$ cat src/hw/rtl/tpcf_pkg.sv
// ----------------------------------------------------------------------------
// tpcf_pkg: shared types and constants of the three point circle fit
// Holds datapath widths, result codes, the multiply-accumulate micro program
// and the control structs passed between the sequencer and its units.
// ----------------------------------------------------------------------------
`default_nettype none

package tpcf_pkg;

  // coordinate and datapath widths
  localparam int unsigned COORD_W = 32;
  localparam int unsigned DIFF_W  = COORD_W + 1;     // point differences
  localparam int unsigned OPND_W  = DIFF_W + 1;      // multiplier operand
  localparam int unsigned PROD_W  = 2 * OPND_W;      // multiplier product
  localparam int unsigned LIMB_SH = DIFF_W;          // weight of an upper limb
  localparam int unsigned ACC_W   = 104;             // accumulator
  localparam int unsigned DET_W   = 2 * DIFF_W + 1;  // signed determinant
  localparam int unsigned MAG_W   = 2 * DIFF_W;      // |det|, squared lengths
  localparam int unsigned NUM_W   = 101;             // dividend / remainder
  localparam int unsigned DEN_W   = MAG_W + 1;       // divisor 2*|det|
  localparam int unsigned QUO_W   = DIFF_W;          // quotient bits kept
  localparam int unsigned ROOT_W  = 34;              // root / shift register
  localparam int unsigned SREM_W  = 36;              // root remainder
  localparam int unsigned CNT_W   = 6;
  localparam int unsigned THR_W   = 16;
  localparam int unsigned STEP_W  = 4;

  localparam logic [THR_W-1:0]  THR_RESET      = 16'd4;
  localparam logic [STEP_W-1:0] STEP_GEO_FIRST = 4'd0;
  localparam logic [STEP_W-1:0] STEP_GEO_LAST  = 4'd13;
  localparam logic [STEP_W-1:0] STEP_RAD_FIRST = 4'd14;
  localparam logic [STEP_W-1:0] STEP_RAD_LAST  = 4'd15;

  localparam logic CMD_CANCEL = 1'b1;

  typedef enum logic [2:0] {
    STAT_START     = 3'd0,
    STAT_MID       = 3'd1,
    STAT_ARC       = 3'd2,
    STAT_COLLINEAR = 3'd3,
    STAT_CANCEL    = 3'd4
  } status_e;

  typedef enum logic [1:0] {
    STG_START = 2'd0,
    STG_MID   = 2'd1,
    STG_END   = 2'd2
  } stage_e;

  typedef enum logic [3:0] {
    OP_AX    = 4'd0,
    OP_AY    = 4'd1,
    OP_BX    = 4'd2,
    OP_BY    = 4'd3,
    OP_QX    = 4'd4,
    OP_QY    = 4'd5,
    OP_AA_LO = 4'd6,
    OP_AA_HI = 4'd7,
    OP_BB_LO = 4'd8,
    OP_BB_HI = 4'd9
  } opnd_e;

  typedef enum logic [2:0] {
    DST_NONE  = 3'd0,
    DST_DET   = 3'd1,
    DST_AA    = 3'd2,
    DST_BB    = 3'd3,
    DST_NX    = 3'd4,
    DST_NY    = 3'd5,
    DST_SUMSQ = 3'd6
  } dest_e;

  typedef enum logic {
    IT_DIV  = 1'b0,
    IT_SQRT = 1'b1
  } iter_mode_e;

  typedef struct packed {
    opnd_e a;
    opnd_e b;
    logic  sub;
    logic  shift;
    logic  clr;
    dest_e dest;
  } mac_op_t;

  typedef struct packed {
    logic mul_en;
    logic acc_en;
    logic clr;
    logic sub;
    logic shift;
  } mac_ctl_t;

  // micro program: determinant, squared lengths, numerators, then radius sum
  function automatic mac_op_t mac_op(input logic [STEP_W-1:0] step);
    mac_op_t op;
    op = '{OP_AX, OP_AX, 1'b0, 1'b0, 1'b0, DST_NONE};
    case (step)
      4'd0:  op = '{OP_AX, OP_BY,    1'b0, 1'b0, 1'b1, DST_NONE};
      4'd1:  op = '{OP_AY, OP_BX,    1'b1, 1'b0, 1'b0, DST_DET};
      4'd2:  op = '{OP_AX, OP_AX,    1'b0, 1'b0, 1'b1, DST_NONE};
      4'd3:  op = '{OP_AY, OP_AY,    1'b0, 1'b0, 1'b0, DST_AA};
      4'd4:  op = '{OP_BX, OP_BX,    1'b0, 1'b0, 1'b1, DST_NONE};
      4'd5:  op = '{OP_BY, OP_BY,    1'b0, 1'b0, 1'b0, DST_BB};
      4'd6:  op = '{OP_BY, OP_AA_LO, 1'b0, 1'b0, 1'b1, DST_NONE};
      4'd7:  op = '{OP_BY, OP_AA_HI, 1'b0, 1'b1, 1'b0, DST_NONE};
      4'd8:  op = '{OP_AY, OP_BB_LO, 1'b1, 1'b0, 1'b0, DST_NONE};
      4'd9:  op = '{OP_AY, OP_BB_HI, 1'b1, 1'b1, 1'b0, DST_NX};
      4'd10: op = '{OP_AX, OP_BB_LO, 1'b0, 1'b0, 1'b1, DST_NONE};
      4'd11: op = '{OP_AX, OP_BB_HI, 1'b0, 1'b1, 1'b0, DST_NONE};
      4'd12: op = '{OP_BX, OP_AA_LO, 1'b1, 1'b0, 1'b0, DST_NONE};
      4'd13: op = '{OP_BX, OP_AA_HI, 1'b1, 1'b1, 1'b0, DST_NY};
      4'd14: op = '{OP_QX, OP_QX,    1'b0, 1'b0, 1'b1, DST_NONE};
      4'd15: op = '{OP_QY, OP_QY,    1'b0, 1'b0, 1'b0, DST_SUMSQ};
      default: op = '{OP_AX, OP_AX, 1'b0, 1'b0, 1'b0, DST_NONE};
    endcase
    return op;
  endfunction

endpackage

`default_nettype wire

$ cat src/hw/rtl/tpcf_mac.sv
// ----------------------------------------------------------------------------
// tpcf_mac: shared multiply-accumulate unit
// One signed multiply per step, registered, then added to or subtracted from
// the accumulator, optionally weighted by one upper limb.
// ----------------------------------------------------------------------------
`default_nettype none

module tpcf_mac (
  input  wire                                 clk_i,
  input  tpcf_pkg::mac_ctl_t                  ctl_i,
  input  wire signed [tpcf_pkg::OPND_W-1:0]   op_a_i,
  input  wire signed [tpcf_pkg::OPND_W-1:0]   op_b_i,
  output logic signed [tpcf_pkg::ACC_W-1:0]   acc_d_o
);

  logic signed [tpcf_pkg::PROD_W-1:0] prod_q;
  logic signed [tpcf_pkg::ACC_W-1:0]  acc_q;
  logic signed [tpcf_pkg::ACC_W-1:0]  base;
  logic signed [tpcf_pkg::ACC_W-1:0]  term;

  always_comb begin
    base = ctl_i.clr ? '0 : acc_q;
    term = {{(tpcf_pkg::ACC_W - tpcf_pkg::PROD_W){prod_q[tpcf_pkg::PROD_W-1]}}, prod_q};
    if (ctl_i.shift) begin
      term = term <<< tpcf_pkg::LIMB_SH;
    end
    acc_d_o = ctl_i.sub ? (base - term) : (base + term);
  end

  always_ff @(posedge clk_i) begin
    if (ctl_i.mul_en) begin
      prod_q <= op_a_i * op_b_i;
    end
    if (ctl_i.acc_en) begin
      acc_q <= acc_d_o;
    end
  end

endmodule

`default_nettype wire

$ cat config.mk
export PLATFORM = sky130hd
export DESIGN_NAME = tpcf_mac
export DESIGN_NICKNAME = d
export VERILOG_FILES = /design/src/hw/rtl/tpcf_pkg.sv /design/src/hw/rtl/tpcf_mac.sv
export SDC_FILE = /design/constraint.sdc
export NUM_CORES = 2
export LEC_CHECK = 0
export BUFFER_PORTS_ARGS = -buffer_cell sky130_fd_sc_hd__buf_2
export CORE_ASPECT_RATIO = 1.4
export CORE_MARGIN = 2
export CORE_UTILIZATION = 50
export CTS_CLUSTER_DIAMETER = 120
export DETAILED_ROUTE_END_ITERATION = 6
export GPL_TIMING_DRIVEN = 1
export HOLD_SLACK_MARGIN = 0.12
export PLACE_DENSITY = 0.69
export SYNTH_ARGS = -nofsm -noshare
export SYNTH_HDL_FRONTEND = slang
export SYNTH_SLANG_ARGS = --single-unit
export TNS_END_PERCENT = 50
$ cat constraint.sdc
create_clock -name clk_i -period 7.6 [get_ports clk_i]
set_input_delay 0.38 -clock clk_i [delete_from_list [all_inputs] [get_ports clk_i]]
set_output_delay 0.38 -clock clk_i [all_outputs]
set_load 0.005 [all_outputs]
; ---- Yosys cells after proc, flatten, opt, wreduce, memory -nomap -nowiden
; Cells that the tools add are included.
[totals]
ff_bits = 172
input_bits = 74
out_inout_bits = 104
[classes]
add_sub_neg = 2
mul = 1
muxes = 3
[ops]
columns = operator, n
row1 = $mux W104, 2
row2 = $add A104 B101 Y104, 1
row3 = $sub A104 B101 Y104, 1
row4 = $mux W100, 1
row5 = $mul A34 B34 Y68, 1

; ---- Longest topological paths before layout
[depth]
ltp_word = 3
mapped_depth = 30
depth_no_buf = 29

; ---- Least setup slack after synthesis
; OpenSTA, ideal clock, no wires.
[synth_path]
path_type = input to register
start = input op_a_i[33] (netlist bit)
end = register prod_q[65] (netlist bit), data pin
setup_time_ps = 259
arrival_time_ps = 7673
required_ps = 7341
path_slack_ps = -332
path_stages = 24
path_buffers = 2
path_cell_list = clkbuf_1 nand2_1 inv_1 fa_1 fa_1 fa_1 inv_1 fa_1 inv_1 fa_1 fa_1 fa_1 inv_1 fa_1 inv_1 ha_1 clkbuf_1 and4_1 and2_1 nand2_1 or4_1 o32ai_1 a211o_1 xor2_1
[synth_via]
elab_chain_len = 1
[synth_lines]
columns = item, line_no
row1 = start: declaration, tpcf_mac.sv:11  ; input wire signed [tpcf_pkg::OPND_W-1:0] op_a_i,
row2 = $mul A34 B34 Y68, tpcf_mac.sv:32  ; prod_q <= op_a_i * op_b_i;
row3 = end signal: assignment, tpcf_mac.sv:32
row4 = end: declaration, tpcf_mac.sv:16  ; logic signed [tpcf_pkg::PROD_W-1:0] prod_q;
; No other way between the ends.
; A chain may end at the register's enable or synchronous reset.

; ---- Final worst setup path
[layout_path]
start = register prod_q[12] (netlist bit)
end = output acc_d_o[98] (netlist bit)
[layout_via]
elab_chain_len = 3
word_cells_on_any_way = 4
classes_between = add/sub: 2 / mux: 2
[layout_lines]
columns = item, line_no
row1 = $mux W100 (*), tpcf_mac.sv:24  ; if (ctl_i.shift) begin
row2 = $add A104 B101 Y104 / $sub A104 B101 Y104 (equally long branches), tpcf_mac.sv:27  ; acc_d_o = ctl_i.sub ? (base - term) : (base + term);
row3 = $mux W104 (*), tpcf_mac.sv:27
row4 = end: declaration, tpcf_mac.sv:13  ; output logic signed [tpcf_pkg::ACC_W-1:0] acc_d_o
; Every way passes the cells marked *; elsewhere a longest branch is shown, timed or not.

==> impl_results.md <==
- Initial antenna violation count: 6
- Initial Util: 50.3%
- Final hold slack: 0.443 ns
- Hold_buf cts: 0
- Post-synthesis register bit count: 172
- EDFF count, synth: 172
- RD Place Congestion: 0.956
- Crit. Startpoint: prod_q[12]
- CTS tree: yes
- CTS root buf: clkbuf_16
- Synthesis Warnings: 0
- Iteration-0 DRC count of the detailed router: 2908
- Crit. End Element: output port
- Post-synth top area cell: fa_1
- Largest net degree at the start of global routing: 88
- First-pass GRT wire length: 277000 um
- H-tree Lvls: 4
- Min Clock Period, post-route: 7.41 ns
- I/O pin cnt: 178
- WHS Path Cells: 1
- Final setup fails: 0
- Synth Instances: 6365
- WL/cell: 21.1 um
- Setup Skew: 0.0140 ns
- Most numerous cell in the Yosys netlist: inv_1
- RR Endpoint: acc_q[98]
- Worst Setup Start Kind: register
- Slew @ Worst Pin: 0.954 ns
- Final WL: 173000 um
- Post-Route Setup TNS: 0 ns
- Min-Delay Endpoint: acc_q[71]
- Fin. Hold Viols: 0
- Fin crit share: 97.5%
- Core Area: 115000 um^2
- DRC: 0
- Critical path required time: 7.22 ns
- Vias: 45700
- Clock Latency Late Sink: 0.48 ns
- Share of synthesized flip-flops with an asynchronous set or reset: 0%
- Nets: 8342
- DR vias/cell: 5.55
- Antenna Nets Post-Route: 0
- CTS sink count: 172
- Top cell type's share of synthesized area: 43.1%
- Worst Path Max Fanout: 8
- Worst-case clock buffer depth: 2
- Gr usage total: 30.2%
- Clock transition at path regs: 0.07 ns
- Cell Area, Synth: 57600 um^2
- RR Startpoint: prod_q[12]
- Share of cells above drive strength 1: 11.8%
- Avg Synthesized Cell Area: 9.06 um^2
- Vias in the first global route: 49900
- Reg area: 5160 um^2
- Die area: 118000 um^2
- Pre-antenna DRT Iters: 5
- Max Cap Viol: 0
- Number of port buffers: 177
- Die height: 406 um
- R2R Setup Slk: 0.99 ns
- GRT overflow: 0
- Synth unique cells: 97
- Die width: 291 um
- Place WS: -0.658 ns
- Crit Path Category: reg2out
- Layout area overhead: 10.8%
- Layout fillers: 10300
- Worst setup margin: 0.188 ns
- Most instantiated cells after synthesis: inv_1 (1250), fa_1 (1242), nand2_1 (676)
- Status: finished, final reports clean
- CP arrival: 7.03 ns
- Hold path startpoint: ctl_i[3]
- Rel. slew slack: 36.4%
- Fmax achieved: 0.135 GHz
- Post-route cell area: 63900 um^2
- HP Class: in2reg
- Max-slew violation count: 0
- Seq/Total Area, Yosys: 8.96%
- CTS Buf Count: 17
- Row count: 147
- Multi-input gate area: 46800 um^2
- Primary FF master, synth: edfxtp_1
- Placed Instance Area: 62900 um^2
- R2R cell count: 20
- Post-Syn Nets: 7989
- Top cells by area, synth: fa_1 (43%), edfxtp_1 (9.0%), inv_1 (8.1%)
- DPL Wire Length: 148000 um
[cell type report]
type,count,share of cell area (%)
antenna,3,0.0118
tap,1490,2.92
multi-input combinational,4619,73.2
sequential,172,8.08
clock buffer,17,0.666
timing repair buffer,658,7.50
clock inverter,15,0.233
inverter,1250,7.35
[worst max-delay path, stage by stage (launching register included)]
cell       delay, ns
edfxtp_1        0.52
or3_4           0.47
nor4_4          0.35
a41oi_2         0.26
or4b_1          0.64
buf_4           0.25
nor2_2          0.22
a21oi_1         0.13
xor2_1          0.51
ha_1            0.35
nand4_1         0.20
nor3_1          0.30
nand3_1         0.26
a2111oi_1       0.40
buf_4           0.22
o31a_1          0.26
a221o_2         0.26
a41oi_4         0.18
o2111a_1        0.28
a211oi_1        0.23
buf_4           0.17
buf_2           0.11
[worst max-delay path by stage]
stage,endpoint,cells after the start
floorplan,prod_q[65],26
global placement,prod_q[60],28
detailed placement,prod_q[60],28
CTS,acc_d_o[98],22
global route,prod_q[67],28
finish,acc_d_o[98],21
[stage by stage]
stage          std cells  util (%)
3_5_place_dp        8186      54.9
5_1_grt             8224      55.8
2_1_floorplan       6365         -
6_report            8224      55.8
4_1_cts             8218      55.4
3_3_place_gp        8186      54.9
[cell usage in the layout, fill, tap and decap left out, drive strengths merged, types with 30 or more instances in the layout]
cell type and instances:
inv 1251, edfxtp 172, nor2 231, ha 308
nand4 44, o21ai 145, xnor2 147, xor2 111
buf 646, a21o 67, a31oi 40, nor2b 126
and2 645, a21oi 305, fa 1242, o21bai 46
nor3 68, nand3 46, nand2b 30, nand2 676
[sequential cells by signal, indices dropped and copies added, names as in the netlist]
name,cells
prod_q,68
acc_q,104
[layer usage]
metal	share of wire, %	track usage, %	vias to the layer above	wire [um]
li1	-	-	20300	-
met2	51	54.8	1751	89100
met1	38	36.1	23100	66200
met3	5.5	3.37	485	9480
met4	5.0	13.1	2	8690
met5	0.0081	0	-	14
[kinds of logic (layout without fill, tap and decap cells)]
family                     count (synthesis)  after routing  synth area share [%]
adders and majority gates               1550           1550                  49.8
xor gates and xnor gates                 258            258                  3.93
and+or+nand+nor                         1975           1975                  17.6
DFF                                      172            172                  8.96
buffers and inverters                   1574           1940                  10.4
other                                      0              3                     0
muxes                                     30             30                 0.530
AOI/OAI and AO/OA                        806            806                  8.79
[timing repair]
item / 4_1_cts / 5_1_grt
gates cloned: 0 / 0
buffers inserted: 0 / 4
resized for setup: 8 / 86
pin swaps: 0 / 20
setup endpoints to repair: 16 / 23
Power is not shown: default switching activity piles up to over one toggle a cycle in this logic, so the estimate is an artifact.
