**src/hw/rtl/tpcf_pkg.sv**
```systemverilog
// ----------------------------------------------------------------------------
// tpcf_pkg: shared types and constants of the three point circle fit
// Holds datapath widths, result codes, the multiply-accumulate micro program
// and the control structs passed between the sequencer and its units.
// ----------------------------------------------------------------------------
`default_nettype none

package tpcf_pkg;

  // coordinate and datapath widths
  localparam int unsigned COORD_W = 32;
  localparam int unsigned DIFF_W  = COORD_W + 1;     // point differences
  localparam int unsigned OPND_W  = DIFF_W + 1;      // multiplier operand
  localparam int unsigned PROD_W  = 2 * OPND_W;      // multiplier product
  localparam int unsigned LIMB_SH = DIFF_W;          // weight of an upper limb
  localparam int unsigned ACC_W   = 104;             // accumulator
  localparam int unsigned DET_W   = 2 * DIFF_W + 1;  // signed determinant
  localparam int unsigned MAG_W   = 2 * DIFF_W;      // |det|, squared lengths
  localparam int unsigned NUM_W   = 101;             // dividend / remainder
  localparam int unsigned DEN_W   = MAG_W + 1;       // divisor 2*|det|
  localparam int unsigned QUO_W   = DIFF_W;          // quotient bits kept
  localparam int unsigned ROOT_W  = 34;              // root / shift register
  localparam int unsigned SREM_W  = 36;              // root remainder
  localparam int unsigned CNT_W   = 6;
  localparam int unsigned THR_W   = 16;
  localparam int unsigned STEP_W  = 4;

  localparam logic [THR_W-1:0]  THR_RESET      = 16'd4;
  localparam logic [STEP_W-1:0] STEP_GEO_FIRST = 4'd0;
  localparam logic [STEP_W-1:0] STEP_GEO_LAST  = 4'd13;
  localparam logic [STEP_W-1:0] STEP_RAD_FIRST = 4'd14;
  localparam logic [STEP_W-1:0] STEP_RAD_LAST  = 4'd15;

  localparam logic CMD_CANCEL = 1'b1;

  typedef enum logic [2:0] {
    STAT_START     = 3'd0,
    STAT_MID       = 3'd1,
    STAT_ARC       = 3'd2,
    STAT_COLLINEAR = 3'd3,
    STAT_CANCEL    = 3'd4
  } status_e;

  typedef enum logic [1:0] {
    STG_START = 2'd0,
    STG_MID   = 2'd1,
    STG_END   = 2'd2
  } stage_e;

  typedef enum logic [3:0] {
    OP_AX    = 4'd0,
    OP_AY    = 4'd1,
    OP_BX    = 4'd2,
    OP_BY    = 4'd3,
    OP_QX    = 4'd4,
    OP_QY    = 4'd5,
    OP_AA_LO = 4'd6,
    OP_AA_HI = 4'd7,
    OP_BB_LO = 4'd8,
    OP_BB_HI = 4'd9
  } opnd_e;

  typedef enum logic [2:0] {
    DST_NONE  = 3'd0,
    DST_DET   = 3'd1,
    DST_AA    = 3'd2,
    DST_BB    = 3'd3,
    DST_NX    = 3'd4,
    DST_NY    = 3'd5,
    DST_SUMSQ = 3'd6
  } dest_e;

  typedef enum logic {
    IT_DIV  = 1'b0,
    IT_SQRT = 1'b1
  } iter_mode_e;

  typedef struct packed {
    opnd_e a;
    opnd_e b;
    logic  sub;
    logic  shift;
    logic  clr;
    dest_e dest;
  } mac_op_t;

  typedef struct packed {
    logic mul_en;
    logic acc_en;
    logic clr;
    logic sub;
    logic shift;
  } mac_ctl_t;

  // micro program: determinant, squared lengths, numerators, then radius sum
  function automatic mac_op_t mac_op(input logic [STEP_W-1:0] step);
    mac_op_t op;
    op = '{OP_AX, OP_AX, 1'b0, 1'b0, 1'b0, DST_NONE};
    case (step)
      4'd0:  op = '{OP_AX, OP_BY,    1'b0, 1'b0, 1'b1, DST_NONE};
      4'd1:  op = '{OP_AY, OP_BX,    1'b1, 1'b0, 1'b0, DST_DET};
      4'd2:  op = '{OP_AX, OP_AX,    1'b0, 1'b0, 1'b1, DST_NONE};
      4'd3:  op = '{OP_AY, OP_AY,    1'b0, 1'b0, 1'b0, DST_AA};
      4'd4:  op = '{OP_BX, OP_BX,    1'b0, 1'b0, 1'b1, DST_NONE};
      4'd5:  op = '{OP_BY, OP_BY,    1'b0, 1'b0, 1'b0, DST_BB};
      4'd6:  op = '{OP_BY, OP_AA_LO, 1'b0, 1'b0, 1'b1, DST_NONE};
      4'd7:  op = '{OP_BY, OP_AA_HI, 1'b0, 1'b1, 1'b0, DST_NONE};
      4'd8:  op = '{OP_AY, OP_BB_LO, 1'b1, 1'b0, 1'b0, DST_NONE};
      4'd9:  op = '{OP_AY, OP_BB_HI, 1'b1, 1'b1, 1'b0, DST_NX};
      4'd10: op = '{OP_AX, OP_BB_LO, 1'b0, 1'b0, 1'b1, DST_NONE};
      4'd11: op = '{OP_AX, OP_BB_HI, 1'b0, 1'b1, 1'b0, DST_NONE};
      4'd12: op = '{OP_BX, OP_AA_LO, 1'b1, 1'b0, 1'b0, DST_NONE};
      4'd13: op = '{OP_BX, OP_AA_HI, 1'b1, 1'b1, 1'b0, DST_NY};
      4'd14: op = '{OP_QX, OP_QX,    1'b0, 1'b0, 1'b1, DST_NONE};
      4'd15: op = '{OP_QY, OP_QY,    1'b0, 1'b0, 1'b0, DST_SUMSQ};
      default: op = '{OP_AX, OP_AX, 1'b0, 1'b0, 1'b0, DST_NONE};
    endcase
    return op;
  endfunction

endpackage

`default_nettype wire

```
**src/hw/rtl/tpcf_iter.sv**
```systemverilog
// ----------------------------------------------------------------------------
// tpcf_iter: shared shift-subtract unit for division and square root
// Restoring division producing one quotient bit per cycle, or a digit-by-digit
// square root producing one root bit per cycle; both share one subtractor.
// ----------------------------------------------------------------------------
`default_nettype none

module tpcf_iter (
  input  wire                              clk_i,
  input  wire                              rst_ni,
  input  wire                              start_i,
  input  tpcf_pkg::iter_mode_e             mode_i,
  input  wire  [tpcf_pkg::NUM_W-1:0]       num_i,
  input  wire  [tpcf_pkg::DEN_W-1:0]       den_i,
  input  wire  [tpcf_pkg::MAG_W-1:0]       rad_i,
  output logic                             done_o,
  output logic [tpcf_pkg::QUO_W-1:0]       quo_o,
  output logic [tpcf_pkg::ROOT_W-1:0]      root_o,
  output logic [tpcf_pkg::SREM_W-1:0]      srem_o
);

  localparam logic [tpcf_pkg::CNT_W-1:0] LastCnt = tpcf_pkg::CNT_W'(tpcf_pkg::QUO_W - 1);

  logic                             busy_q;
  logic [tpcf_pkg::CNT_W-1:0]       cnt_q;
  tpcf_pkg::iter_mode_e             mode_q;
  logic [tpcf_pkg::NUM_W-1:0]       rem_q;
  logic [tpcf_pkg::NUM_W-1:0]       dsh_q;
  logic [tpcf_pkg::ROOT_W-1:0]      res_q;
  logic [tpcf_pkg::MAG_W-1:0]       src_q;

  logic [tpcf_pkg::SREM_W-1:0]      r2;
  logic [tpcf_pkg::SREM_W-1:0]      trial;
  logic [tpcf_pkg::NUM_W-1:0]       opa;
  logic [tpcf_pkg::NUM_W-1:0]       opb;
  logic [tpcf_pkg::NUM_W:0]         diff;
  logic                             ge;

  always_comb begin
    r2    = {rem_q[tpcf_pkg::SREM_W-3:0], src_q[tpcf_pkg::MAG_W-1 -: 2]};
    trial = {res_q, 2'b01};
    if (mode_q == tpcf_pkg::IT_SQRT) begin
      opa = tpcf_pkg::NUM_W'(r2);
      opb = tpcf_pkg::NUM_W'(trial);
    end else begin
      opa = rem_q;
      opb = dsh_q;
    end
    diff   = {1'b0, opa} - {1'b0, opb};
    ge     = ~diff[tpcf_pkg::NUM_W];
    done_o = busy_q && (cnt_q == '0);
    quo_o  = res_q[tpcf_pkg::QUO_W-1:0];
    root_o = res_q;
    srem_o = rem_q[tpcf_pkg::SREM_W-1:0];
  end

  always_ff @(posedge clk_i or negedge rst_ni) begin
    if (!rst_ni) begin
      busy_q <= 1'b0;
      cnt_q  <= '0;
    end else if (start_i) begin
      busy_q <= 1'b1;
      cnt_q  <= LastCnt;
    end else if (busy_q) begin
      cnt_q <= cnt_q - 1'b1;
      if (cnt_q == '0) begin
        busy_q <= 1'b0;
      end
    end
  end

  always_ff @(posedge clk_i) begin
    if (start_i) begin
      mode_q <= mode_i;
      rem_q  <= (mode_i == tpcf_pkg::IT_DIV) ? num_i : '0;
      dsh_q  <= tpcf_pkg::NUM_W'({den_i, {(tpcf_pkg::QUO_W - 1){1'b0}}});
      res_q  <= '0;
      src_q  <= rad_i;
    end else if (busy_q) begin
      rem_q <= ge ? diff[tpcf_pkg::NUM_W-1:0] : opa;
      dsh_q <= dsh_q >> 1;
      res_q <= {res_q[tpcf_pkg::ROOT_W-2:0], ge};
      src_q <= src_q << 2;
    end
  end

endmodule

`default_nettype wire

```
**config.mk**
```make
export PLATFORM = sky130hd
export DESIGN_NAME = tpcf_iter
export DESIGN_NICKNAME = d
export VERILOG_FILES = /design/src/hw/rtl/tpcf_pkg.sv /design/src/hw/rtl/tpcf_iter.sv
export SDC_FILE = /design/constraint.sdc
export NUM_CORES = 1
export LEC_CHECK = 0
export ABC_AREA = 0
export BUFFER_PORTS_ARGS = -buffer_cell sky130_fd_sc_hd__buf_4
export CORE_MARGIN = 3
export CORE_UTILIZATION = 45
export DETAILED_ROUTE_END_ITERATION = 7
export GPL_TIMING_DRIVEN = 0
export MAX_ROUTING_LAYER = met4
export PLACE_DENSITY = 0.68
export SKIP_LAST_GASP = 1
export SLEW_MARGIN = 20
export SYNTH_ARGS = -nofsm -noshare
export SYNTH_HDL_FRONTEND = slang
export SYNTH_SLANG_ARGS = --single-unit
```
**constraint.sdc**
```tcl
create_clock -name clk_i -period 6.5 [get_ports clk_i]
set_input_delay 0.975 -clock clk_i [delete_from_list [all_inputs] [get_ports clk_i]]
set_output_delay 0.975 -clock clk_i [all_outputs]
set_load 0.02 [all_outputs]
```
-- Word level (Yosys, flattened, before mapping)
Cells that the tools add are included.
- $add $sub $neg: 2
- mux-type cells: 15
- bitwise operators: 1
- reductions and logical operators: 3
- operator list (cell ; count):
    101-bit two-way mux ; 5
    99-bit two-way mux ; 3
    66-bit two-way mux ; 2
    101-bit by 101-bit subtractor with 102-bit output ; 1
    6-bit two-way mux ; 2
    6-bit zero test ; 1
    6-bit by 1-bit subtractor with 6-bit output, second input constant ; 1
    1-bit two-way mux ; 3
    2-bit nonzero test ; 1
    1-bit logical AND ; 1
    1-bit NOT ; 1
- register bits: 308
- bits of input ports: 238
- output and inout port bits: 104
- logic and storage cells: 29

-- Logic depth before layout (Yosys ltp)
- depth in word-level cells: 5
- mapped depth: 21
- mapped depth without buffers: 15

-- Least setup slack after synthesis
OpenSTA, ideal clock, no wires.
- path kind: input-to-reg
- start: input port start_i
- end: register dsh_q[32] (netlist name), enable pin
- arrival: 5676 ps
- slack: -986 ps
- stages on the path: 5
- cells stage by stage: clkbuf_1 inv_1 clkbuf_1 clkbuf_1 nand2_1
- longest elaborated chain between the ends: 1
- ends and longest elaborated chain (element ; RTL line ; source):
    from (decl) ; tpcf_iter.sv:11 ; input wire start_i,
    2-bit nonzero test (no source line) ; - ;
    to (signal assigned) ; tpcf_iter.sv:76 ; dsh_q <= tpcf_pkg::NUM_W'({den_i, {(tpcf_pkg::QUO_W - 1){1'b0}}});
    to (signal assigned) ; tpcf_iter.sv:81 ; dsh_q <= dsh_q >> 1;
    to (decl) ; tpcf_iter.sv:28 ; logic [tpcf_pkg::NUM_W-1:0] dsh_q;
Every way passes these cells.
A chain may end at the register's enable or synchronous reset.

-- Worst setup path after layout
- start: register mode_q
- end: register rem_q[99] (netlist name), data pin
- longest elaborated chain between the ends: 5
- elaborated cells on any way between the ends: 6
- those cells by class: 1 x add/sub; 5 x mux
- ends and longest elaborated chain (element ; RTL line ; source):
    from (decl) ; tpcf_iter.sv:26 ; tpcf_pkg::iter_mode_e mode_q;
    from (signal assigned) ; tpcf_iter.sv:74 ; mode_q <= mode_i;
    101-bit two-way mux or 99-bit two-way mux (tied branches) ; tpcf_iter.sv:42 ; if (mode_q == tpcf_pkg::IT_SQRT) begin
    101-bit by 101-bit subtractor with 102-bit output ; tpcf_iter.sv:49 ; diff = {1'b0, opa} - {1'b0, opb};
    101-bit two-way mux (*) ; tpcf_iter.sv:80 ; rem_q <= ge ? diff[tpcf_pkg::NUM_W-1:0] : opa;
    101-bit two-way mux (*) ; tpcf_iter.sv:79 ; end else if (busy_q) begin
    101-bit two-way mux (*) ; tpcf_iter.sv:73 ; if (start_i) begin
    to (signal assigned) ; tpcf_iter.sv:75 ; rem_q <= (mode_i == tpcf_pkg::IT_DIV) ? num_i : '0;
    to (signal assigned) ; tpcf_iter.sv:80 ;
    to (decl) ; tpcf_iter.sv:27 ; logic [tpcf_pkg::NUM_W-1:0] rem_q;
Every way passes the cells marked *; elsewhere a longest branch is shown, timed or not. The select of a mux whose other input is x is not followed.

==> results.toml <==
[placement]
place_ws_ns = -1.36
io_buffers = 341
dp.cells = 3412
place_area_um2 = 25400
dpl.hpwl_mm = 59.9
gp_congestion = 0.989

[detailed_routing]
drt-pass1-iter-count = 5
routedWlPerCell_um = 21.9
drt_wl_total_mm = 76.2
ant_nets = 0
drc = 0
viasPerCell = 5.75
vias = 20002
first_iter_violations = 1636

[logic_synthesis]
netlist_top_cells_area = "edfxtp_1, nand2_1, mux2i_1"
syn_nets = 2791
async_flop_share = 0.0227
seq_area_frac_synth = 0.389
ys_warn_count = 0
synth_seq_cells = 308
synth_top_area_share = 0.321
synth_common_cells = "nand2_1, edfxtp_1, o21ai_0, nor2_1, a21oi_1"
postSynthAreaPerCell_um2 = 8.97
ys_types = 86
ys.flop_type = "edfxtp_1"
netlist_instances = 2453
yosysMostFrequentCell = "nand2_1"
syn_area_um2 = 22000
synth_edf_count = 235
synth_largest_area_cell = "edfxtp_1"

[sta]
worst_pin_slew_ns = 1.10
setup_viol = 0
finalHoldViolations = 0
layout_setup_ws_ns = 0.380
finalCriticalPeriod_ns = 6.12
skew_ns = 0.0190
rsz0062_at_grt = "false"
relSlewSlack = 0.264
tns_ns = 0
fmax_mhz = 163
period_share = 0.942
slew_violations = 0

[floorplanning]
row_count = 80
fp.coreArea_um2 = 48000
ios = 342
fp.dieW_um = 227
dieArea_um2 = 51600
initial_utilization = 0.458
die_y_um = 227

[worst_setup_path]
cp-start-kind = "flop"
r2r_cells = 18
crit_start = "mode_q$_DFFE_PP_"
endpoint_kind = "flop"
worstSetupPathType = "flop to flop"
worst-r2r-setup-slack_ns = 0.38
worstPathMaxFanout = 19
regToRegStartpoint = "mode_q$_DFFE_PP_"
worstPathRequired_ns = 6.91
r2r_end = "rem_q[99]$_DFFE_PP_"
critical_path_arrival_ns = 6.53

[grt]
grt_overflow = 0
first_global_vias = 19738
grt_start_max_net_pins = 102
antenna_found_initial = 2
grt_pass1_wl_mm = 114
grt_usage = 0.296

[power_and_ir_drop]
leakagePower_nw = 11.8
max-vdd-ir-drop_uv = 208
p_per_area_nw_per_um2 = 456

[cells_and_area]
nNetsFinal = 3173
fill_cells = 4477
multiInputGateArea_um2 = 12200
drive_above_1_share = 0.220
fin_area_um2 = 26600
diodes = 0
synthToLayoutAreaGrowth_pct = 21.1
ff_latch_area_um2 = 8550
finalNonFillerCells = 3478

[cts]
clk_pin_slew_ns = 0.06
cts-root-buf = "clkbuf_16"
cts_tree = "yes"
clock_latency_ns = 0.56
h-tree-depth = 2
clock-sinks = 308
clock_path_buffers = 3
numCtsBuffers = 36

[outcome]
status = "finished clean"

[job]
maxCapViolCount = 0

[min_path]
holdCritPathClass = "input port to asynchronous set/reset pin"
critical path, stage by stage (launching register included):
cell	delay, ns
edfxtp_1	0.58
buf_2	0.33
inv_1	0.17
clkbuf_2	0.49
clkbuf_1	0.66
nand2_1	0.15
ha_1	0.32
clkbuf_1	0.18
a21oi_1	0.27
o21ai_0	0.17
a21oi_1	0.22
nand2_1	0.12
a311oi_1	0.58
o21ai_0	0.19
nor3_1	0.53
o31ai_4	0.20
a221oi_2	0.35
mux2_4	0.34
a21oi_2	0.13
state kept, by name, indices dropped and copies added, names as in the netlist:
register and cells:
mode_q 1, dsh_q 99, rem_q 101, busy_q 1
src_q 66, root_o 34, cnt_q 6
routing by layer:
metal,GRT usage,wire length [um],up-vias
met1,0.384,32600,9537
li1,-,-,9558
met2,0.468,34900,758
met4,0.120,3420,0
met3,0.0442,5260,149
met5,-,0,-
worst max-delay path by stage:
stage                               end  slack [ns]
detailed placement  rem_q[98]$_DFFE_PP_       -1.36
global route        rem_q[98]$_DFFE_PP_        0.19
finish              rem_q[99]$_DFFE_PP_        0.38
global placement    src_q[23]$_DFFE_PP_       -1.76
floorplan           dsh_q[32]$_DFFE_PP_        1.40
CTS                 rem_q[98]$_DFFE_PP_        0.08
where the power goes:
| group | switching [mW] | total [mW] | internal (mW) |
|---|---|---|---|
| sequential | 0.267 | 3.03 | 2.77 |
| clock | 0.846 | 2.06 | 1.21 |
| combinational | 4.31 | 7.07 | 2.76 |
| total | 5.42 | 12.2 | 6.74 |
cells by family after synthesis:
family          count (synthesis)  share of synthesized area
compound gates                644                      0.177
xor+xnor                       98                     0.0397
buf+inv                       253                     0.0581
simple gates                  811                      0.164
flops                         308                      0.389
fa+ha+maj                     101                     0.0577
mux                           238                      0.114
repair_timing:
action | CTS | global route
resized for setup | 15 | 1
buffers inserted | 0 | 1
pin swaps | 0 | 1
setup endpoints to repair | 102 | 9
hold buffers | 0 | 0
area by class of cell:
class	count	area share
plain buffers	217	0.0436
flip-flops and latches	308	0.321
inverters	35	0.00493
well taps	615	0.0289
clock inverters	13	0.00474
repair buffers	345	0.0990
clock buffers	53	0.0397
multi-input cells	1892	0.458
cell usage in the layout, fill, tap and decap left out, types with 16 or more instances in the layout:
| master | n |
|---|---|
| clkbuf_1 | 118 |
| nor2b_1 | 73 |
| ha_1 | 99 |
| mux2i_1 | 135 |
| nand4_1 | 44 |
| nand2_1 | 399 |
| nor2_1 | 180 |
| edfxtp_1 | 235 |
| clkbuf_16 | 39 |
| buf_4 | 416 |
| o21a_1 | 17 |
| nand3_1 | 21 |
| dfxtp_1 | 66 |
| o21ai_1 | 58 |
| a21oi_1 | 174 |
| xnor2_1 | 63 |
| inv_1 | 35 |
| nor3_1 | 27 |
| o21bai_1 | 33 |
| a21o_1 | 34 |
| a22oi_1 | 16 |
| o21ai_0 | 201 |
| mux2_2 | 102 |
| xor2_1 | 33 |
through the flow:
| step | utilization | total power [mW] | hold slack (ns) |
|---|---|---|---|
| final | 0.555 | 12.2 | 0.226 |
| after CTS | 0.554 | 12.1 | 0.211 |
| after detailed placement | 0.529 | 9.95 | 0.507 |
| after global routing | 0.555 | 12.9 | 0.219 |
| after floorplan | - | 7.94 | 0.452 |
| after global placement | 0.527 | 9.91 | 0.476 |
No activity file was read; power rests on OpenSTA's default activity.
